<file path="config.mk">
export PLATFORM = sky130hd
export DESIGN_NAME = hrk_sqrt_cell
export DESIGN_NICKNAME = d
export VERILOG_FILES = /design/src/hw/rtl/hrk_sqrt_cell.sv
export SDC_FILE = /design/constraint.sdc
export NUM_CORES = 1
export LEC_CHECK = 0
export BUFFER_PORTS_ARGS = -buffer_cell sky130_fd_sc_hd__buf_2
export CELL_PAD_IN_SITES_DETAIL_PLACEMENT = 1
export CELL_PAD_IN_SITES_GLOBAL_PLACEMENT = 1
export CORE_MARGIN = 8
export CORE_UTILIZATION = 40
export CTS_CLUSTER_DIAMETER = 120
export DETAILED_ROUTE_END_ITERATION = 6
export PLACE_DENSITY = 0.94
export SLEW_MARGIN = 40
export SYNTH_ARGS = -nofsm -noshare
export SYNTH_HDL_FRONTEND = slang
export SYNTH_SLANG_ARGS = --single-unit
</file>
<file path="constraint.sdc">
create_clock -name clk_i -period 1.3 [get_ports clk_i]
set_input_delay 0.13 -clock clk_i [delete_from_list [all_inputs] [get_ports clk_i]]
set_output_delay 0.13 -clock clk_i [all_outputs]
set_load 0.1 [all_outputs]
</file>
<file path="src/hw/rtl/hrk_sqrt_cell.sv">
// One digit-pair step of the integer square root chain.
`default_nettype none
module hrk_sqrt_cell #(
  parameter int unsigned SW   = 24,
  parameter int unsigned SDW  = 8
) (
  input  wire logic              clk_i,
  input  wire logic              rst_ni,
  input  wire logic              en_i,
  input  wire logic              vld_i,
  input  wire logic [2*SW-1:0]   rad_i,
  input  wire logic [SW+1:0]     rem_i,
  input  wire logic [SW-1:0]     root_i,
  input  wire logic [SDW-1:0]    side_i,
  output logic                   vld_o,
  output logic [2*SW-1:0]        rad_o,
  output logic [SW+1:0]          rem_o,
  output logic [SW-1:0]          root_o,
  output logic [SDW-1:0]         side_o
);
  logic [SW+1:0] cur, trial;
  logic          ge;

  assign cur   = {rem_i[SW-1:0], rad_i[2*SW-1 -: 2]};
  assign trial = {root_i, 2'b01};
  assign ge    = cur >= trial;

  always_ff @(posedge clk_i or negedge rst_ni) begin
    if (!rst_ni) begin
      vld_o <= 1'b0;
    end else if (en_i) begin
      vld_o <= vld_i;
    end
  end

  always_ff @(posedge clk_i) begin
    if (en_i) begin
      rad_o  <= rad_i << 2;
      rem_o  <= ge ? cur - trial : cur;
      root_o <= {root_i[SW-2:0], ge};
      side_o <= side_i;
    end
  end
endmodule
`default_nettype wire

</file>
* Word level (Yosys, flattened, before mapping)
Cells that the tools add are included.
Word-level totals: flip-flop bits (word level) 105, input bits 110, logic and storage cells 8
Operators by class: $add $sub $neg 1, $lt $le $gt $ge 1, muxes and demuxes 1
Operators by type and width (number):
- >= comparator 26 bit | 1
- two-way mux 26 bit | 1
- subtractor 26 bit | 1

* Logic depth before layout (Yosys ltp)
depth after elaboration 2, depth in mapped cells 12, gate-level depth less buffers 10

* Least setup slack after synthesis
Ideal clock, no wire load.
kind input -> register, start in root_i[0], end reg rem_o[10], data pin, setup time 260 ps, arrival time 2224 ps, path slack -1184 ps, stages 11, buffers on the path 1, cell sequence inv_1 ha_1 nor2b_1 o31a_4 o221ai_4 a21oi_4 a41o_1 a31oi_4 nor2_4 buf_6 mux2_4
On the way: word-level cells in the longest chain between the ends 2
Ends and longest elaborated chain:
- start, declared | RTL line 13 | input wire logic [SW-1:0] root_i,
- subtractor 26 bit or >= comparator 26 bit (tied branches) | RTL line 39, 26
- two-way mux 26 bit (*) | RTL line 39 | rem_o <= ge ? cur - trial : cur;
- end signal, assigned | RTL line 39
- end, declared | RTL line 17 | output logic [SW+1:0] rem_o,
Every way passes the cells marked *; elsewhere a longest branch is shown, timed or not. A chain may end at the register's enable or synchronous reset.

* Worst setup path in the final report
start in root_i[11], end reg rem_o[24], data pin
Same word-level chain as after synthesis.

==> results.rst <==
.. list-table::
   :header-rows: 1

   * - Metric
     - Value
   * - Worst setup endpoint
     - rem_o[24]$_DFFE_PP_
   * - Average wire length per cell after detail routing
     - 35.4 um
   * - Cell mode on critical path
     - sky130_fd_sc_hd__a21o_1
   * - Per-cell via count in the routed design
     - 6.07
   * - Most common cell after layout, fill and taps aside
     - sky130_fd_sc_hd__buf_2
   * - Antenna violations before repair
     - 5
   * - Number of max-cap violations
     - 0
   * - Final wirelength
     - 32600 um
   * - Result of the run
     - complete, but fails checks
   * - Highest cell delay on the worst timing path
     - 640 ps
   * - Layout Area Growth over Synthesis
     - 78.1%
   * - DIE HEIGHT
     - 128 um
   * - Largest delay share family, worst path
     - compound AO/OA/AOI/OAI gates
   * - Global-route wire length before repair
     - 40500 um
   * - DRC viols
     - 0
   * - Bufs on Longest Clock Path
     - 2
   * - Placer congestion estimate
     - 0.885
   * - Via count
     - 5586
   * - Kind of critical path
     - primary input to flop
   * - Number of max-slew violations in the final report
     - 0
   * - Via count of the first global-routing pass
     - 5701
   * - Worst flop-to-flop path endpoint
     - vld_o$_DFFE_PN0P_
   * - Count of cells along the worst hold path
     - 2
   * - Worst R2R Start
     - vld_o$_DFFE_PN0P_
   * - Launching instance or port of the critical path
     - root_i[11]
   * - Slowest stage cell on the critical path
     - sky130_fd_sc_hd__o31ai_1
   * - RSZ-0062 raised after global routing
     - yes
   * - HPWL Detailed
     - 14700 um
   * - Number of buffer and inverter instances along the worst setup path
     - 3
   * - Total Die Area
     - 16300 sq um
   * - Warning count from the yosys run
     - 0
   * - Combined global-route utilization of all metal layers
     - 0.343
   * - Detailed-router iteration count before antenna repair
     - 5
   * - Starting DRC count in detailed routing
     - 649
   * - Ordered list of cells on the worst path
     - buf_8 -> inv_4 -> ha_4 -> a21o_1 -> a21o_1 -> a21oi_2 -> o21ai_1 -> buf_4 -> a221oi_1 -> o31ai_1 -> xor2_1 -> mux2_4
   * - Post-layout net count
     - 875
   * - Sequential-to-total area share from yosys stat
     - 0.630
   * - Number of inserted filler cells in the final layout
     - 1241
   * - Post-route antenna net violation count
     - 0
   * - TritonCTS clock tree
     - yes
   * - FF+latch count, synth
     - 105
   * - Worst hold path type
     - primary input to flop
   * - Count of endpoints failing hold in the final timing report
     - 0
   * - Number of stages on the worst setup path
     - 12
   * - Period utilization
     - 2.02
   * - Leftover overflow at the end of global routing
     - 0
   * - CP Capture Type
     - flop
   * - Static leakage power
     - 3.96 nW
   * - Final Util
     - 0.717
   * - Tightest Pin Transition
     - 761 ps
   * - Failing checks
     - setup timing
   * - Total number of clock tree sinks
     - 105
   * - Data required time at the worst endpoint
     - 1420 ps
   * - Total clock buffers created by CTS
     - 9
   * - Worst-case register-to-register setup slack
     - 500 ps
   * - Initial Utilization
     - 0.403
   * - Placed cell count
     - 802
   * - Root Buffer
     - sky130_fd_sc_hd__clkbuf_16
   * - Average footprint of a synthesized cell
     - 14.8 sq um
   * - Maximum fanout along the worst path
     - 3
   * - Layout cell share with drive strength beyond 1
     - 0.563
   * - Insertion delay to the later sink of the worst-skew pair
     - 370 ps
   * - Worst setup skew after layout
     - 0 ps
   * - Netlist area before placement
     - 5000 sq um
   * - Worst vdd rail ir drop
     - 0.00106 V
   * - Register-to-Register Path Depth
     - 1
   * - Crit path launch type
     - primary input
   * - IO Count
     - 217
   * - Clock transition at the register clock pins on the worst setup and hold paths after CTS
     - 80 ps
   * - Std-Cell Rows
     - 41
   * - Highest-count cells in the layout ignoring fill and taps
     - 134 x sky130_fd_sc_hd__buf_2, 115 x sky130_fd_sc_hd__buf_4, 104 x sky130_fd_sc_hd__edfxtp_1
   * - Final setup violation count
     - 40
   * - Max-Slew Margin vs Limit
     - 0.489
   * - Post-layout instance count excluding filler cells
     - 921
   * - PnR Total Power
     - 13.0 mW
   * - Arrival time of data at the critical path endpoint
     - 2750 ps
   * - I/O Buffers
     - 212
   * - Max Clk Rate
     - 380 MHz
   * - Worst path setup slack after routing
     - -1330 ps
   * - Synthesized netlist cell count
     - 338
   * - Total negative slack for setup checks
     - -29780 ps
   * - Final Critical Period
     - 2630 ps
   * - Synth cell types
     - 50
   * - H-tree lvl count
     - 3
   * - Pwr Density
     - 1460 nW/um^2
   * - Die X
     - 128 um
   * - Largest net degree at the start of global routing
     - 26
   * - Core area
     - 12400 sq um
==> cell usage after synthesis (all sizes together) <==
cell type / count / area [sq um]
a41o: 1 / 10.0
o2111ai: 1 / 8.76
nand4: 6 / 37.5
conb: 1 / 3.75
mux2i: 1 / 10.0
o2111a: 1 / 11.3
nor2b: 2 / 12.5
nor4b: 1 / 23.8
o22ai: 1 / 6.26
a211o: 5 / 43.8
a21oi: 20 / 111
o21ai: 8 / 40.0
or3: 1 / 6.26
a21o: 12 / 90.1
o31ai: 2 / 15.0
nor3: 1 / 10.0
and3: 1 / 6.26
buf: 8 / 57.6
xnor2: 15 / 131
nor2: 15 / 63.8
ha: 26 / 325
and2: 1 / 6.26
a221oi: 2 / 17.5
o21a: 7 / 52.6
o31a: 1 / 17.5
dfrtp: 1 / 25.0
nand2b: 1 / 6.26
edfxtp: 104 / 3120
clkbuf: 2 / 7.51
a211oi: 2 / 15.0
a41oi: 2 / 25.0
o211ai: 2 / 15.0
a221o: 1 / 10.0
inv: 27 / 101
and4: 1 / 8.76
a2111oi: 1 / 8.76
a31oi: 3 / 33.8
nand3: 2 / 10.0
o221ai: 1 / 26.3
mux2: 24 / 334
nand2: 16 / 60.1
xor2: 8 / 70.1
==> metrics by stage <==
| step | worst slack [ps] | area, sq um | hold slack [ps] |
|---|---|---|---|
| 2_1_floorplan | -1040 | 5280 | -166 |
| 3_3_place_gp | -1180 | 7180 | -94.6 |
| 6_report | -1330 | 8900 | 52.8 |
| 4_1_cts | -936 | 8510 | 3.56 |
| 5_1_grt | -1330 | 8900 | 49.5 |
| 3_5_place_dp | -1280 | 7180 | -87.7 |
==> area by class of cell <==
cell class | instances | area, sq um | share of cell area
well taps | 172 | 215 | 0.0242
inverters | 27 | 144 | 0.0162
diodes | 5 | 12.5 | 0.00141
multi-input cells | 197 | 2080 | 0.233
clock inverters | 7 | 67.6 | 0.00759
repair buffers | 399 | 3010 | 0.339
flip-flops and latches | 105 | 3150 | 0.354
clock buffers | 9 | 225 | 0.0253
==> kinds of logic after synthesis <==
kind of cell    Yosys count  synth area share
flops                   105             0.630
compound gates           73             0.112
simple gates             48            0.0503
buf+inv                  37            0.0333
fa+ha+maj                26            0.0651
mux                      25            0.0688
xor+xnor                 23            0.0403
other cells               1          0.000750
==> registers in the layout, indices dropped and copies added (netlist names) <==
name,flops
vld_o,1
root_o,24
rem_o,26
rad_o,46
side_o,8
==> timing repair <==
action,4_1_cts,5_1_grt
buffers inserted,11,9
hold buffers,77,1
gates cloned,2,0
hold endpoints to repair,77,1
resized for setup,40,101
pin swaps,15,25
endpoints found under the setup margin,41,78
==> worst min-delay path by stage <==
stage / start / endpoint
after global routing: vld_i / vld_o$_DFFE_PN0P_
after CTS: vld_i / vld_o$_DFFE_PN0P_
after floorplan: rst_ni / vld_o$_DFFE_PN0P_
final: vld_i / vld_o$_DFFE_PN0P_
after detailed placement: rst_ni / vld_o$_DFFE_PN0P_
after global placement: rst_ni / vld_o$_DFFE_PN0P_
==> power breakdown <==
group          switching, mW  leakage [nW]  internal [mW]
Clock                   1.53         0.143           1.50
Combinational           3.97          2.78           1.66
Sequential             0.195          1.03           4.11
Total                   5.70          3.96           7.28
==> per-layer routing <==
layer | GRT usage | vias to the layer above | share of wire
met5 | 0 | - | 0.00040
met4 | 0.189 | 2 | 0.066
met3 | 0.103 | 150 | 0.13
met2 | 0.564 | 586 | 0.46
met1 | 0.393 | 2765 | 0.35
li1 | - | 2083 | -
Note: power is estimated with default switching activity, not from simulation.
