**config.mk**
```make
export PLATFORM = sky130hd
export DESIGN_NAME = hrk_div_cell
export DESIGN_NICKNAME = d
export VERILOG_FILES = /design/src/hw/rtl/hrk_div_cell.sv
export SDC_FILE = /design/constraint.sdc
export NUM_CORES = 1
export LEC_CHECK = 0
export BUFFER_PORTS_ARGS = -buffer_cell sky130_fd_sc_hd__clkbuf_2
export CAP_MARGIN = 20
export CORE_MARGIN = 8
export CORE_UTILIZATION = 49
export CTS_CLUSTER_DIAMETER = 60
export DETAILED_ROUTE_END_ITERATION = 10
export PLACE_DENSITY = 0.88
export RECOVER_POWER = 100
export SYNTH_ARGS = -nofsm -noshare
export SYNTH_HDL_FRONTEND = slang
export SYNTH_SLANG_ARGS = --single-unit
```
**constraint.sdc**
```tcl
create_clock -name clk_i -period 0.8 [get_ports clk_i]
set_input_delay 0.16 -clock clk_i [delete_from_list [all_inputs] [get_ports clk_i]]
set_output_delay 0.16 -clock clk_i [all_outputs]
set_load 0.05 [all_outputs]
```
**src/hw/rtl/hrk_div_cell.sv**
```systemverilog
// One restoring-division step: one quotient bit per cell.
`default_nettype none
module hrk_div_cell #(
  parameter int unsigned NW  = 17,
  parameter int unsigned DW  = 24,
  parameter int unsigned SDW = 8
) (
  input  wire logic            clk_i,
  input  wire logic            rst_ni,
  input  wire logic            en_i,
  input  wire logic            vld_i,
  input  wire logic [NW-1:0]   num_i,
  input  wire logic [DW-1:0]   rem_i,
  input  wire logic [DW-1:0]   den_i,
  input  wire logic [NW-1:0]   quo_i,
  input  wire logic [SDW-1:0]  side_i,
  output logic                 vld_o,
  output logic [NW-1:0]        num_o,
  output logic [DW-1:0]        rem_o,
  output logic [DW-1:0]        den_o,
  output logic [NW-1:0]        quo_o,
  output logic [SDW-1:0]       side_o
);
  logic [DW:0] cur, diff;
  logic        ge;

  assign cur  = {rem_i, num_i[NW-1]};
  assign diff = cur - {1'b0, den_i};
  assign ge   = cur >= {1'b0, den_i};

  always_ff @(posedge clk_i or negedge rst_ni) begin
    if (!rst_ni) begin
      vld_o <= 1'b0;
    end else if (en_i) begin
      vld_o <= vld_i;
    end
  end

  always_ff @(posedge clk_i) begin
    if (en_i) begin
      num_o  <= num_i << 1;
      rem_o  <= ge ? diff[DW-1:0] : cur[DW-1:0];
      den_o  <= den_i;
      quo_o  <= {quo_i[NW-2:0], ge};
      side_o <= side_i;
    end
  end
endmodule
`default_nettype wire

```
==> results of run 1 <==
per-stage QoR:
step                area [µm²]  setup TNS [ns]  utilization (%)  worst slack, ns
floorplan                 4870          -31.19                -            -1.42
global placement          6720          -42.90             72.4            -1.62
detailed placement        6720          -44.41             72.4            -1.70
CTS                       8760          -54.10             94.3            -1.08
cell usage after synthesis, types with 4 or more instances:
cell      instances  share of area, %
clkbuf_1          6              0.48
nor3_1           13               1.4
nand3_1          16               1.7
xnor2_1           8               1.5
ha_1             24               6.4
o21a_1            9               1.4
a21oi_1          24               2.6
o221ai_1          4              0.74
and3_1            6              0.80
edfxtp_1         89                57
buf_2             5              0.53
o31a_1            4              0.74
nor2b_1           4              0.53
o31ai_1           7               1.1
mux2_2            6               1.4
o21ai_0          14               1.5
nor2_1           10              0.80
inv_1            33               2.6
mux2_4            5               1.6
nand4_1           7              0.93
nand2_1          16               1.3
or3_1             4              0.53
cells by family after synthesis:
logic type      Yosys count  share of synthesized area [%]
flops                    90                           57.3
buf+inv                  50                           5.13
simple gates             88                           10.2
other cells               1                         0.0796
compound gates           96                           15.4
mux                      11                           3.03
xor+xnor                 11                           2.05
fa+ha+maj                25                           6.80
timing repair:
action | 4_1_cts
resized for setup | 260
pin swaps | 25
setup buffers | 15
cloned | 1
hold endpoints to repair | 53
hold buffers | 53
setup endpoints to repair | 115
==> impl_metrics.py, run 1 <==
metrics = {
    "logic_synthesis": {
        "syn_area_um2": 4710,
        "synth_ff_type": "edfxtp_1",
        "syn_area_per_cell_um2": 12.7,
        "syn_inst": 372,
        "yosys_warnings": 0,
        "ys_ff_latch": 90,
        "ys_seq_area_share_pct": 57.3,
        "async_flop_share_pct": 1.11,
        "syn_nets": 491,
        "synth_edf_count": 89,
        "ys_types": 63,
    },
    "cts": {
        "cts_buffer_depth": 2,
        "cts.htree.levels": 3,
        "clock-root-buffer": "clkbuf_8",
        "numCtsBuffers": 9,
        "cts_sinks": 90,
    },
    "die": {
        "rows": 35,
        "die_w_um": 114,
        "io_pins": 185,
        "start_util_pct": 50.7,
        "die_y_um": 114,
    },
    "timing": {
        "worst-ep-kind": "register input",
        "grt-worst-endpoint": "rem_o[13]$_DFFE_PP_/D",
    },
    "outcome": {
        "haltStage": "global routing",
        "status": "stopped before the end",
        "stop_error": "[ERROR DPL-0038] Utilization greater than 100%, impossible to legalize",
    },
    "placed_design": {
        "dp.cells": 783,
        "numPortBuffers": 182,
        "gp_congestion": 0.900,
        "hpwl_mm": 12.9,
    },
    "grt": {
        "grt_max_degree": 32,
    },
}
==> run 2: changes to the inputs <==
Settings changed: CORE_UTILIZATION 49 to 40, CTS_CLUSTER_DIAMETER 60 to default, PLACE_DENSITY 0.88 to default, PLACE_DENSITY_LB_ADDON from default to 0.15.
==> run 2 against run 1 <==
The flow now finishes, with violations (negative setup slack). Area after synthesis stayed put. Synthesized cell count stayed put.
==> impl_metrics.py, run 2 <==
metrics = {
    "outcome": {
        "status": "complete, but fails checks",
        "violations": "negative setup slack",
    },
    "die": {
        "core_um2": 11500,
        "die_y_um": 125,
        "io_pins": 185,
        "start_util_pct": 41.1,
        "rows": 39,
        "die_w_um": 125,
        "dieArea_um2": 15500,
    },
    "logic_synthesis": {
        "ys_types": 63,
        "synth_top_area_share_pct": 56.7,
        "ys_ff_latch": 90,
        "async_flop_share_pct": 1.11,
        "ys_seq_area_share_pct": 57.3,
        "yosysTopAreaCell": "edfxtp_1",
        "syn_area_um2": 4710,
        "syn_nets": 491,
        "syn_area_per_cell_um2": 12.7,
        "yosys-top-cells-count": "edfxtp_1 (89), inv_1 (33), a21oi_1 (24), ha_1 (24)",
        "synth.most_common_cell": "edfxtp_1",
        "synth_area_leaders": "edfxtp_1 (57%), ha_1 (6.4%), inv_1 (2.6%), a21oi_1 (2.6%), nand3_1 (1.7%)",
        "yosys_warnings": 0,
        "syn_inst": 372,
        "synth_ff_type": "edfxtp_1",
        "synth_edf_count": 89,
    },
    "job": {
        "drv_cap": 0,
    },
    "pwr": {
        "vdd_drop_max_mv": 1.51,
        "pwr-share-seq_pct": 36.7,
        "pwr-share-clk_pct": 24.4,
        "p_sw_share_pct": 34.1,
        "p_per_area_nw_per_um2": 1830,
        "p_leak_uw": 0.00383,
        "p_int_uw": 10800,
        "power_frac_comb_pct": 38.9,
        "power_switching_uw": 5610,
    },
    "setup_path": {
        "cp_max_fo": 6,
        "cp-start-kind": "primary input",
        "startpoint": "den_i[8]",
        "crit_path_end_kind": "flop",
        "worstSetupEndpoint": "rem_o[13]",
        "r2r_end": "vld_o",
        "crit_family": "compound AO/OA/AOI/OAI gates",
        "cp_slowest_cell": "o311a_4",
        "worstSetupPathType": "primary input to flop",
        "required_ns": 0.91,
        "regToRegSetupSlack_ns": 0,
        "critPathMaxStageDelay_ns": 0.38,
        "worstPathArrival_ns": 2.07,
        "worstRegToRegCells": 1,
        "path_cells": "clkbuf_16 > inv_12 > ha_4 > a21oi_4 > o21ai_2 > nor2b_4 > buf_6 > o311a_4 > nor2_8 > inv_8 > mux2_4",
        "critPathBufInv": 4,
        "cp_num_cells": 11,
        "worst_r2r_startpoint": "vld_o",
    },
    "cts": {
        "clock-root-buffer": "clkbuf_16",
        "numCtsBuffers": 9,
        "cts.htree.levels": 3,
        "insertion_delay_ns": 0.35,
        "cts_buffer_depth": 2,
        "cts_tree": "built",
        "clkSlewWorstSetupHoldPaths_ns": 0.07,
        "cts_sinks": 90,
    },
    "placed_design": {
        "numPortBuffers": 182,
        "hpwl_mm": 11.7,
        "dp.cells": 808,
        "pre_cts_slack_ns": -1.75,
        "gp_congestion": 0.861,
    },
    "detailed_routing": {
        "drt-total-wl_mm": 17.7,
        "vias_per_cell": 5.11,
        "drc": 0,
        "drtPass1Iterations": 4,
        "drt_iter0_markers": 324,
        "routedWlPerCell_um": 19.8,
        "ant_nets": 0,
        "vias": 4549,
    },
    "final_layout": {
        "syn_to_final_growth_pct": 91.0,
        "nNetsFinal": 862,
        "instances_no_fill": 891,
        "drive_above_1_share_pct": 57.1,
        "reg_top3": "den_o: 24 flops, rem_o: 24 flops, quo_o: 17 flops",
        "layout_common_cells": "buf_4 (128), edfxtp_1 (89), clkbuf_2 (74)",
        "num-fill-cells": 692,
        "diodes": 0,
        "final_common_cell": "buf_4",
    },
    "grt": {
        "antenna_found_initial": 0,
        "track_usage_pct": 22.0,
        "grt_pass1_wl_mm": 27.0,
        "grt_max_degree": 38,
        "grt_pass1_vias": 4776,
        "overflow": 0,
    },
    "timing": {
        "fmax_mhz": 510,
        "final-max-slew-violation-count": 0,
        "setup_viol": 115,
        "fin_crit_ns": 1.96,
        "hold_viol": 0,
        "skew_ns": 0,
        "final.setup.worst_slack_ns": -1.16,
        "rsz0062_at_grt": "true",
        "min_period_over_period_pct": 245,
    },
    "worst_hold_path": {
        "worstHoldPathType": "primary input to flop",
    },
}
[run 2: cell counts after synthesis]
Identical to the previous run, type by type.
[run 2: metrics by stage]
stage / hold WS [ns] / utilization [%] / total power [µW] / setup TNS [ns] / instance area, µm²
detailed placement: -0.0616 / 59.5 / 10900 / -47.56 / 6820
CTS: 0.000249 / 75.8 / 16100 / -52.72 / 8690
finish: 0.00467 / 78.5 / 16500 / -53.03 / 9000
global placement: -0.0651 / 59.5 / 10900 / -44.98 / 6820
floorplan: -0.136 / - / 9060 / -31.19 / 4870
global route: 0.00121 / 78.5 / 17100 / -56.50 / 9000
[run 2: timing repair]
| item | CTS | global route |
|---|---|---|
| hold buffers | 47 | 4 |
| gates cloned | 1 | 0 |
| pin swaps | 15 | 16 |
| endpoints found under the hold margin | 47 | 4 |
| endpoints found under the setup margin | 115 | 116 |
| buffers inserted | 7 | 10 |
| resized for setup | 235 | 90 |
[run 2: logic make-up (layout without fill, tap and decap cells)]
logic type | count (synthesis) | count (layout) | share of synthesized area, %
compound gates | 96 | 96 | 15.4
flops | 90 | 90 | 57.3
simple gates | 88 | 88 | 10.2
buf+inv | 50 | 426 | 5.13
fa+ha+maj | 25 | 25 | 6.80
xor+xnor | 11 | 11 | 2.05
mux | 11 | 11 | 3.03
other cells | 1 | 1 | 0.0796
[run 2: how the worst min path moves through the flow]
stage / startpoint / endpoint / slack, ns / cells after the start
floorplan: rst_ni / vld_o / -0.14 / 0
global placement: rst_ni / vld_o / -0.07 / 1
detailed placement: rst_ni / vld_o / -0.06 / 1
CTS: den_i[2] / den_o[2] / 0.0002 / 1
global route: den_i[5] / den_o[5] / 0.001 / 1
finish: den_i[5] / den_o[5] / 0.005 / 1
[run 2: power by group through the flow]
stage / clock network (µW) / registers [µW] / logic (µW)
5_1_grt: 4260 / 6070 / 6740
6_report: 4020 / 6030 / 6400
4_1_cts: 4060 / 5960 / 6060
3_3_place_gp: 0 / 5970 / 4880
2_1_floorplan: 0 / 7630 / 1440
3_5_place_dp: 0 / 5980 / 4910
[run 2: cell type report]
| class | instances | area [µm²] | share of cell area (%) |
|---|---|---|---|
| Timing Repair Buffer | 375 | 3410 | 37.9 |
| Sequential cell | 90 | 2700 | 30.0 |
| Multi-Input combinational cell | 232 | 2270 | 25.3 |
| Clock buffer | 10 | 229 | 2.55 |
| Tap cell | 143 | 179 | 1.99 |
| Inverter | 34 | 155 | 1.72 |
| Clock inverter | 6 | 41.3 | 0.459 |
| Timing Repair inverter | 1 | 8.76 | 0.0974 |
[run 2: layer usage]
| metal | part of all wire, % | wire length, µm | up-vias | global-route usage (%) |
|---|---|---|---|---|
| li1 | - | - | 2171 | - |
| met1 | 43 | 7530 | 2172 | 27.4 |
| met2 | 50 | 8770 | 192 | 37.4 |
| met3 | 6.6 | 1170 | 14 | 5.83 |
| met4 | 1.2 | 204 | 0 | 4.89 |
| met5 | 0 | 0 | - | 0 |
(Power assumes the default switching activity.)
==> run 3: changes to the inputs <==
Settings changed: GPL_TIMING_DRIVEN from default to 0.
==> run 3 against run 2 <==
The flow still finishes with violations (negative setup slack). Via count is 8.8% lower. Combinational power is 6.3% lower. Critical endpoint is now rem_o[11]. Design area down 7.1%.
==> impl_metrics.py, run 3 (same netlist as run 2, synthesis figures left out) <==
metrics = {
    "outcome": {
        "status": "complete, but fails checks",
        "violations": "negative setup slack",
    },
    "timing": {
        "fmax_mhz": 505,
        "tns_ns": -53.00,
        "setup_viol": 116,
        "min_period_over_period_pct": 248,
        "hold_viol": 0,
        "final-max-slew-violation-count": 0,
        "fin_crit_ns": 1.98,
        "skew_ns": 0,
        "rsz0062_at_grt": "true",
        "final.setup.worst_slack_ns": -1.18,
    },
    "cts": {
        "cts_tree": "built",
        "clkSlewWorstSetupHoldPaths_ns": 0.07,
        "clock-root-buffer": "clkbuf_16",
        "numCtsBuffers": 9,
        "cts_buffer_depth": 2,
        "insertion_delay_ns": 0.34,
        "cts_sinks": 90,
        "cts.htree.levels": 3,
    },
    "detailed_routing": {
        "routedWlPerCell_um": 21.3,
        "drt_iter0_markers": 197,
        "drc": 0,
        "ant_nets": 0,
        "drt-total-wl_mm": 16.9,
        "vias": 4150,
        "vias_per_cell": 5.25,
        "drtPass1Iterations": 5,
    },
    "grt": {
        "grt_pass1_vias": 4401,
        "use_met3_pct": 5.70,
        "grt_use_met2_pct": 34.5,
        "grt_max_degree": 32,
        "antenna_found_initial": 0,
        "track_usage_pct": 20.8,
        "overflow": 0,
        "grt_pass1_wl_mm": 25.5,
        "grt_use_met1_pct": 26.0,
        "grt_most_used_layer": "met2",
    },
    "setup_path": {
        "regToRegSetupSlack_ns": -0.11,
        "crit_path_end_kind": "flop",
        "critPathMaxStageDelay_ns": 0.35,
        "required_ns": 0.89,
        "worstRegToRegCells": 2,
        "cp_slowest_cell": "o311a_4",
        "cp_max_fo": 7,
        "cp-start-kind": "primary input",
        "worstPathArrival_ns": 2.07,
        "path_cells": "buf_8 > inv_4 > ha_4 > a21o_4 > a31oi_4 > a2111oi_4 > o311a_4 > nor2_8 > inv_6 > buf_12 > mux2_4",
        "r2r_end": "vld_o",
        "worstSetupPathType": "primary input to flop",
        "worst_r2r_startpoint": "vld_o",
    },
    "die": {
        "core_um2": 11500,
        "io_pins": 185,
        "rows": 39,
        "die_w_um": 125,
        "dieArea_um2": 15500,
        "start_util_pct": 41.1,
        "die_y_um": 125,
    },
    "job": {
        "drv_cap": 0,
    },
    "final_layout": {
        "drive_above_1_share_pct": 52.5,
        "diodes": 0,
        "final_common_cell": "edfxtp_1",
        "utilization_pct": 72.9,
        "num-fill-cells": 764,
        "syn_to_final_growth_pct": 77.5,
        "reg_top3": "den_o: 24 flops, rem_o: 24 flops, quo_o: 17 flops",
        "nNetsFinal": 762,
        "layout_common_cells": "edfxtp_1 (89), clkbuf_2 (77), clkbuf_8 (55)",
    },
    "worst_hold_path": {
        "min_to": "den_o[6]",
        "min_from": "den_i[6]",
        "hold_path_depth": 1,
        "worstHoldPathType": "primary input to flop",
    },
    "pwr": {
        "p_leak_uw": 0.00340,
        "vdd_drop_max_mv": 2.19,
        "p_per_area_nw_per_um2": 1910,
    },
    "placed_design": {
        "gp_congestion": 0.811,
        "numPortBuffers": 182,
        "hpwl_mm": 10.7,
    },
}
run 3: changes by cell type in the layout (fill, tap and decap cells not counted), moves of 4 or more:
cell and delta:
a21oi_2 -5, buf_4 -95, clkbuf_1 -8, clkbuf_8 +4, ha_1 -4, ha_4 +5
run 3: through the flow:
stage | area [µm²] | instances | hold WS (ns) | worst slack (ns) | power (µW)
5_1_grt | 8360 | 791 | 0.00830 | -1.26 | 16600
3_5_place_dp | 5990 | 698 | -0.0637 | -1.86 | 10300
4_1_cts | 8020 | 780 | 0.000380 | -1.18 | 15600
6_report | 8360 | 791 | 0.00903 | -1.18 | 16000
3_3_place_gp | 5960 | 697 | -0.0651 | -1.89 | 10200
2_1_floorplan | 4870 | 372 | -0.136 | -1.42 | 9060
run 3: worst max path at each step:
stage          startpoint   endpoint  slack [ns]  depth (start not counted)
6_report         den_i[4]  rem_o[11]       -1.18                         11
3_3_place_gp    den_i[16]  rem_o[16]       -1.89                         12
3_5_place_dp    den_i[14]  rem_o[12]       -1.86                         12
2_1_floorplan    rem_i[3]  rem_o[10]       -1.42                          9
4_1_cts          den_i[4]  rem_o[11]       -1.18                         11
5_1_grt          den_i[2]  rem_o[11]       -1.26                         11
run 3: area by class of cell:
type | instances | area [µm²] | share of cell area (%)
Buffer | 8 | 93.8 | 1.12
Clock buffer | 10 | 229 | 2.74
Clock inverter | 6 | 42.5 | 0.509
Inverter | 34 | 153 | 1.83
Multi-Input combinational cell | 232 | 2330 | 27.9
Sequential cell | 90 | 2700 | 32.3
Tap cell | 143 | 179 | 2.14
Timing Repair Buffer | 268 | 2640 | 31.5
run 3: critical path, delay by kind of cell:
| kind | cells | cell delay [ns] |
|---|---|---|
| adder cells (fa/ha/maj) | 1 | 0.21 |
| AND/OR/NAND/NOR | 1 | 0.11 |
| buffers and inverters | 4 | 0.36 |
| multiplexers | 1 | 0.29 |
| AO/OA/AOI/OAI | 4 | 0.94 |
run 3: per-layer routing:
layer	wire [µm]	vias to the layer above
met5	0	-
met1	7150	1993
met2	8400	168
met3	1100	16
li1	-	1973
met4	198	0
run 3: where the power goes:
group / internal, µW / switching [µW] / total [µW] / leakage, µW
Sequential: 5760 / 251 / 6010 / 0.000882
Clock: 2120 / 1870 / 3990 / 0.000129
Combinational: 2660 / 3340 / 6000 / 0.00239
run 3: what timing repair did:
| action | CTS | global route |
|---|---|---|
| buffers inserted | 27 | 8 |
| pin swaps | 25 | 11 |
| hold buffers | 45 | 3 |
| resized for setup | 256 | 83 |
| endpoints found under the setup margin | 176 | 115 |
| cloned | 2 | 0 |
| hold endpoints to repair | 45 | 3 |
==> run 4: changes to the inputs <==
Settings changed: CELL_PAD_IN_SITES_DETAIL_PLACEMENT from default to 1, CELL_PAD_IN_SITES_GLOBAL_PLACEMENT from default to 2, CORE_UTILIZATION 40 to 31.
==> run 4 against run 3 <==
Flip-flop and latch count unchanged. Clock skew unchanged. Global-route usage down 2.6 points. The run still ends with negative setup slack left.
==> impl_metrics.py, run 4 (same netlist as run 2, synthesis figures left out) <==
metrics = {
    "setup_path": {
        "worstRegToRegCells": 1,
        "cp_slowest_cell": "ha_2",
        "cp_max_fo": 7,
        "cp-start-kind": "primary input",
        "path_cells": "clkbuf_2 > inv_1 > ha_2 > inv_2 > nor3_1 > a311oi_2 > a21bo_4 > nor2_8 > clkinv_4 > buf_12 > mux2_4",
        "worstPathArrival_ns": 2.16,
        "required_ns": 0.89,
        "r2r_end": "vld_o",
        "crit_path_end_kind": "flop",
        "worst_r2r_startpoint": "vld_o",
        "startpoint": "den_i[5]",
        "critPathMaxStageDelay_ns": 0.42,
        "worstSetupEndpoint": "rem_o[12]",
        "worstSetupPathType": "primary input to flop",
        "regToRegSetupSlack_ns": 0.02,
    },
    "pwr": {
        "p_sw_share_pct": 33.4,
        "vdd_drop_max_mv": 1.02,
        "p_per_area_nw_per_um2": 1940,
        "power_switching_uw": 5640,
        "pwr-share-seq_pct": 35.5,
        "p_total_uw": 16900,
        "pwr-share-clk_pct": 27.9,
        "p_int_uw": 11300,
        "p_leak_uw": 0.00355,
        "power_frac_comb_pct": 36.6,
    },
    "detailed_routing": {
        "drc": 0,
        "ant_nets": 0,
        "drt_iter0_markers": 156,
        "vias_per_cell": 5.03,
        "drt-total-wl_mm": 18.3,
        "drtPass1Iterations": 4,
        "routedWlPerCell_um": 21.3,
        "vias": 4314,
    },
    "cts": {
        "clkSlewWorstSetupHoldPaths_ns": 0.08,
        "cts_buffer_depth": 2,
        "cts_sinks": 90,
        "numCtsBuffers": 9,
        "cts.htree.levels": 3,
        "insertion_delay_ns": 0.35,
        "clock-root-buffer": "clkbuf_16",
        "cts_tree": "built",
    },
    "job": {
        "drv_cap": 0,
    },
    "placed_design": {
        "gp_congestion": 0.850,
        "numPortBuffers": 182,
        "pre_cts_slack_ns": -1.92,
        "dp.cells": 743,
        "hpwl_mm": 11.7,
    },
    "timing": {
        "setup_viol": 179,
        "fmax_mhz": 483,
        "rsz0062_at_grt": "true",
        "skew_ns": 0,
        "hold_viol": 0,
        "min_period_over_period_pct": 259,
        "fin_crit_ns": 2.07,
        "final.setup.worst_slack_ns": -1.27,
        "final-max-slew-violation-count": 0,
        "timing.hold.ws_ns": 0.0320,
    },
    "die": {
        "die_w_um": 139,
        "io_pins": 185,
        "die_y_um": 139,
        "start_util_pct": 31.3,
        "dieArea_um2": 19400,
        "core_um2": 15000,
        "rows": 45,
    },
    "grt": {
        "grt_pass1_wl_mm": 27.4,
        "grt_max_degree": 33,
        "track_usage_pct": 18.2,
        "grt_pass1_vias": 4703,
        "antenna_found_initial": 2,
        "overflow": 0,
    },
    "final_layout": {
        "layout_common_cells": "edfxtp_1 (89), clkbuf_2 (76), clkbuf_8 (62)",
        "instances_no_fill": 858,
        "syn_to_final_growth_pct": 85.0,
        "nNetsFinal": 783,
        "num-fill-cells": 1478,
        "multi_input_area_um2": 2360,
        "reg_top3": "den_o: 24 flops, rem_o: 24 flops, quo_o: 17 flops",
        "seq_area_um2": 2700,
        "drive_above_1_share_pct": 54.0,
        "final_common_cell": "edfxtp_1",
    },
    "outcome": {
        "violations": "negative setup slack",
        "status": "complete, but fails checks",
    },
    "worst_hold_path": {
        "worstHoldPathType": "primary input to flop",
    },
}
[run 4: cell types whose count changed in the layout (fill, tap and decap cells not counted), moves of 3 or more]
cell | previous run | this run
mux2_2 | 1 | 5
dlygate4sd3_1 | 48 | 55
o31ai_4 | 0 | 3
buf_4 | 33 | 48
buf_12 | 1 | 4
ha_2 | 1 | 6
mux2_4 | 10 | 6
o31ai_1 | 5 | 0
buf_8 | 40 | 32
clkbuf_8 | 55 | 62
ha_4 | 23 | 18
[run 4: how the worst min path moves through the flow]
stage                     startpoint        end  slack, ns  cells after the start
after floorplan               rst_ni      vld_o      -0.14                      0
after global placement        rst_ni      vld_o      -0.06                      1
after detailed placement      rst_ni      vld_o      -0.06                      1
after CTS                  den_i[15]  den_o[15]     0.0006                      1
after global routing        den_i[1]   den_o[1]       0.02                      1
final                       den_i[8]   den_o[8]       0.03                      1
[run 4: metal layers]
| metal | vias to the layer above | global-route usage [%] | part of all wire [%] |
|---|---|---|---|
| met5 | - | 0 | 0.071 |
| met4 | 2 | 6.70 | 1.7 |
| met3 | 26 | 4.41 | 5.9 |
| met2 | 168 | 30.4 | 49 |
| met1 | 2113 | 22.2 | 43 |
| li1 | 2005 | - | - |
[run 4: worst max-delay path: cells and delay by family]
kind	cells	cell delay, ns
AO/OA/AOI/OAI	2	0.43
buffers and inverters	5	0.44
multiplexers	1	0.30
adder cells (fa/ha/maj)	1	0.42
AND/OR/NAND/NOR	2	0.41
[run 4: final cells by class]
type	count	area share (%)
repair buffers	289	32.5
inverters	34	1.75
diodes	1	0.0287
multi-input cells	232	27.1
plain buffers	8	1.15
clock inverters	7	1.15
clock buffers	9	2.59
well taps	188	2.70
flip-flops and latches	90	31.0
[run 4: timing repair]
action                     in CTS  in global routing
gates cloned                    2                  0
setup buffers                  41                  9
hold buffers                   53                  2
pin swaps                      26                 15
setup endpoints to repair     179                115
hold endpoints to repair       53                  2
gates resized for setup       262                 88
[run 4: power by group through the flow]
stage               Combinational, µW  Sequential, µW  Clock (µW)
finish                           6180            6000        4720
global route                     6510            6050        4990
CTS                              5840            5950        4850
detailed placement               4330            5980           0
global placement                 4280            5970           0
floorplan                        1440            7630           0
[run 4: through the flow]
| step | cell area [µm²] | setup TNS [ns] | util, % |
|---|---|---|---|
| 2_1_floorplan | 4870 | -31.19 | - |
| 3_3_place_gp | 6010 | -173.76 | 40.0 |
| 3_5_place_dp | 6040 | -82.05 | 40.2 |
| 4_1_cts | 8420 | -53.90 | 56.0 |
| 5_1_grt | 8710 | -69.16 | 57.9 |
| 6_report | 8710 | -60.91 | 57.9 |
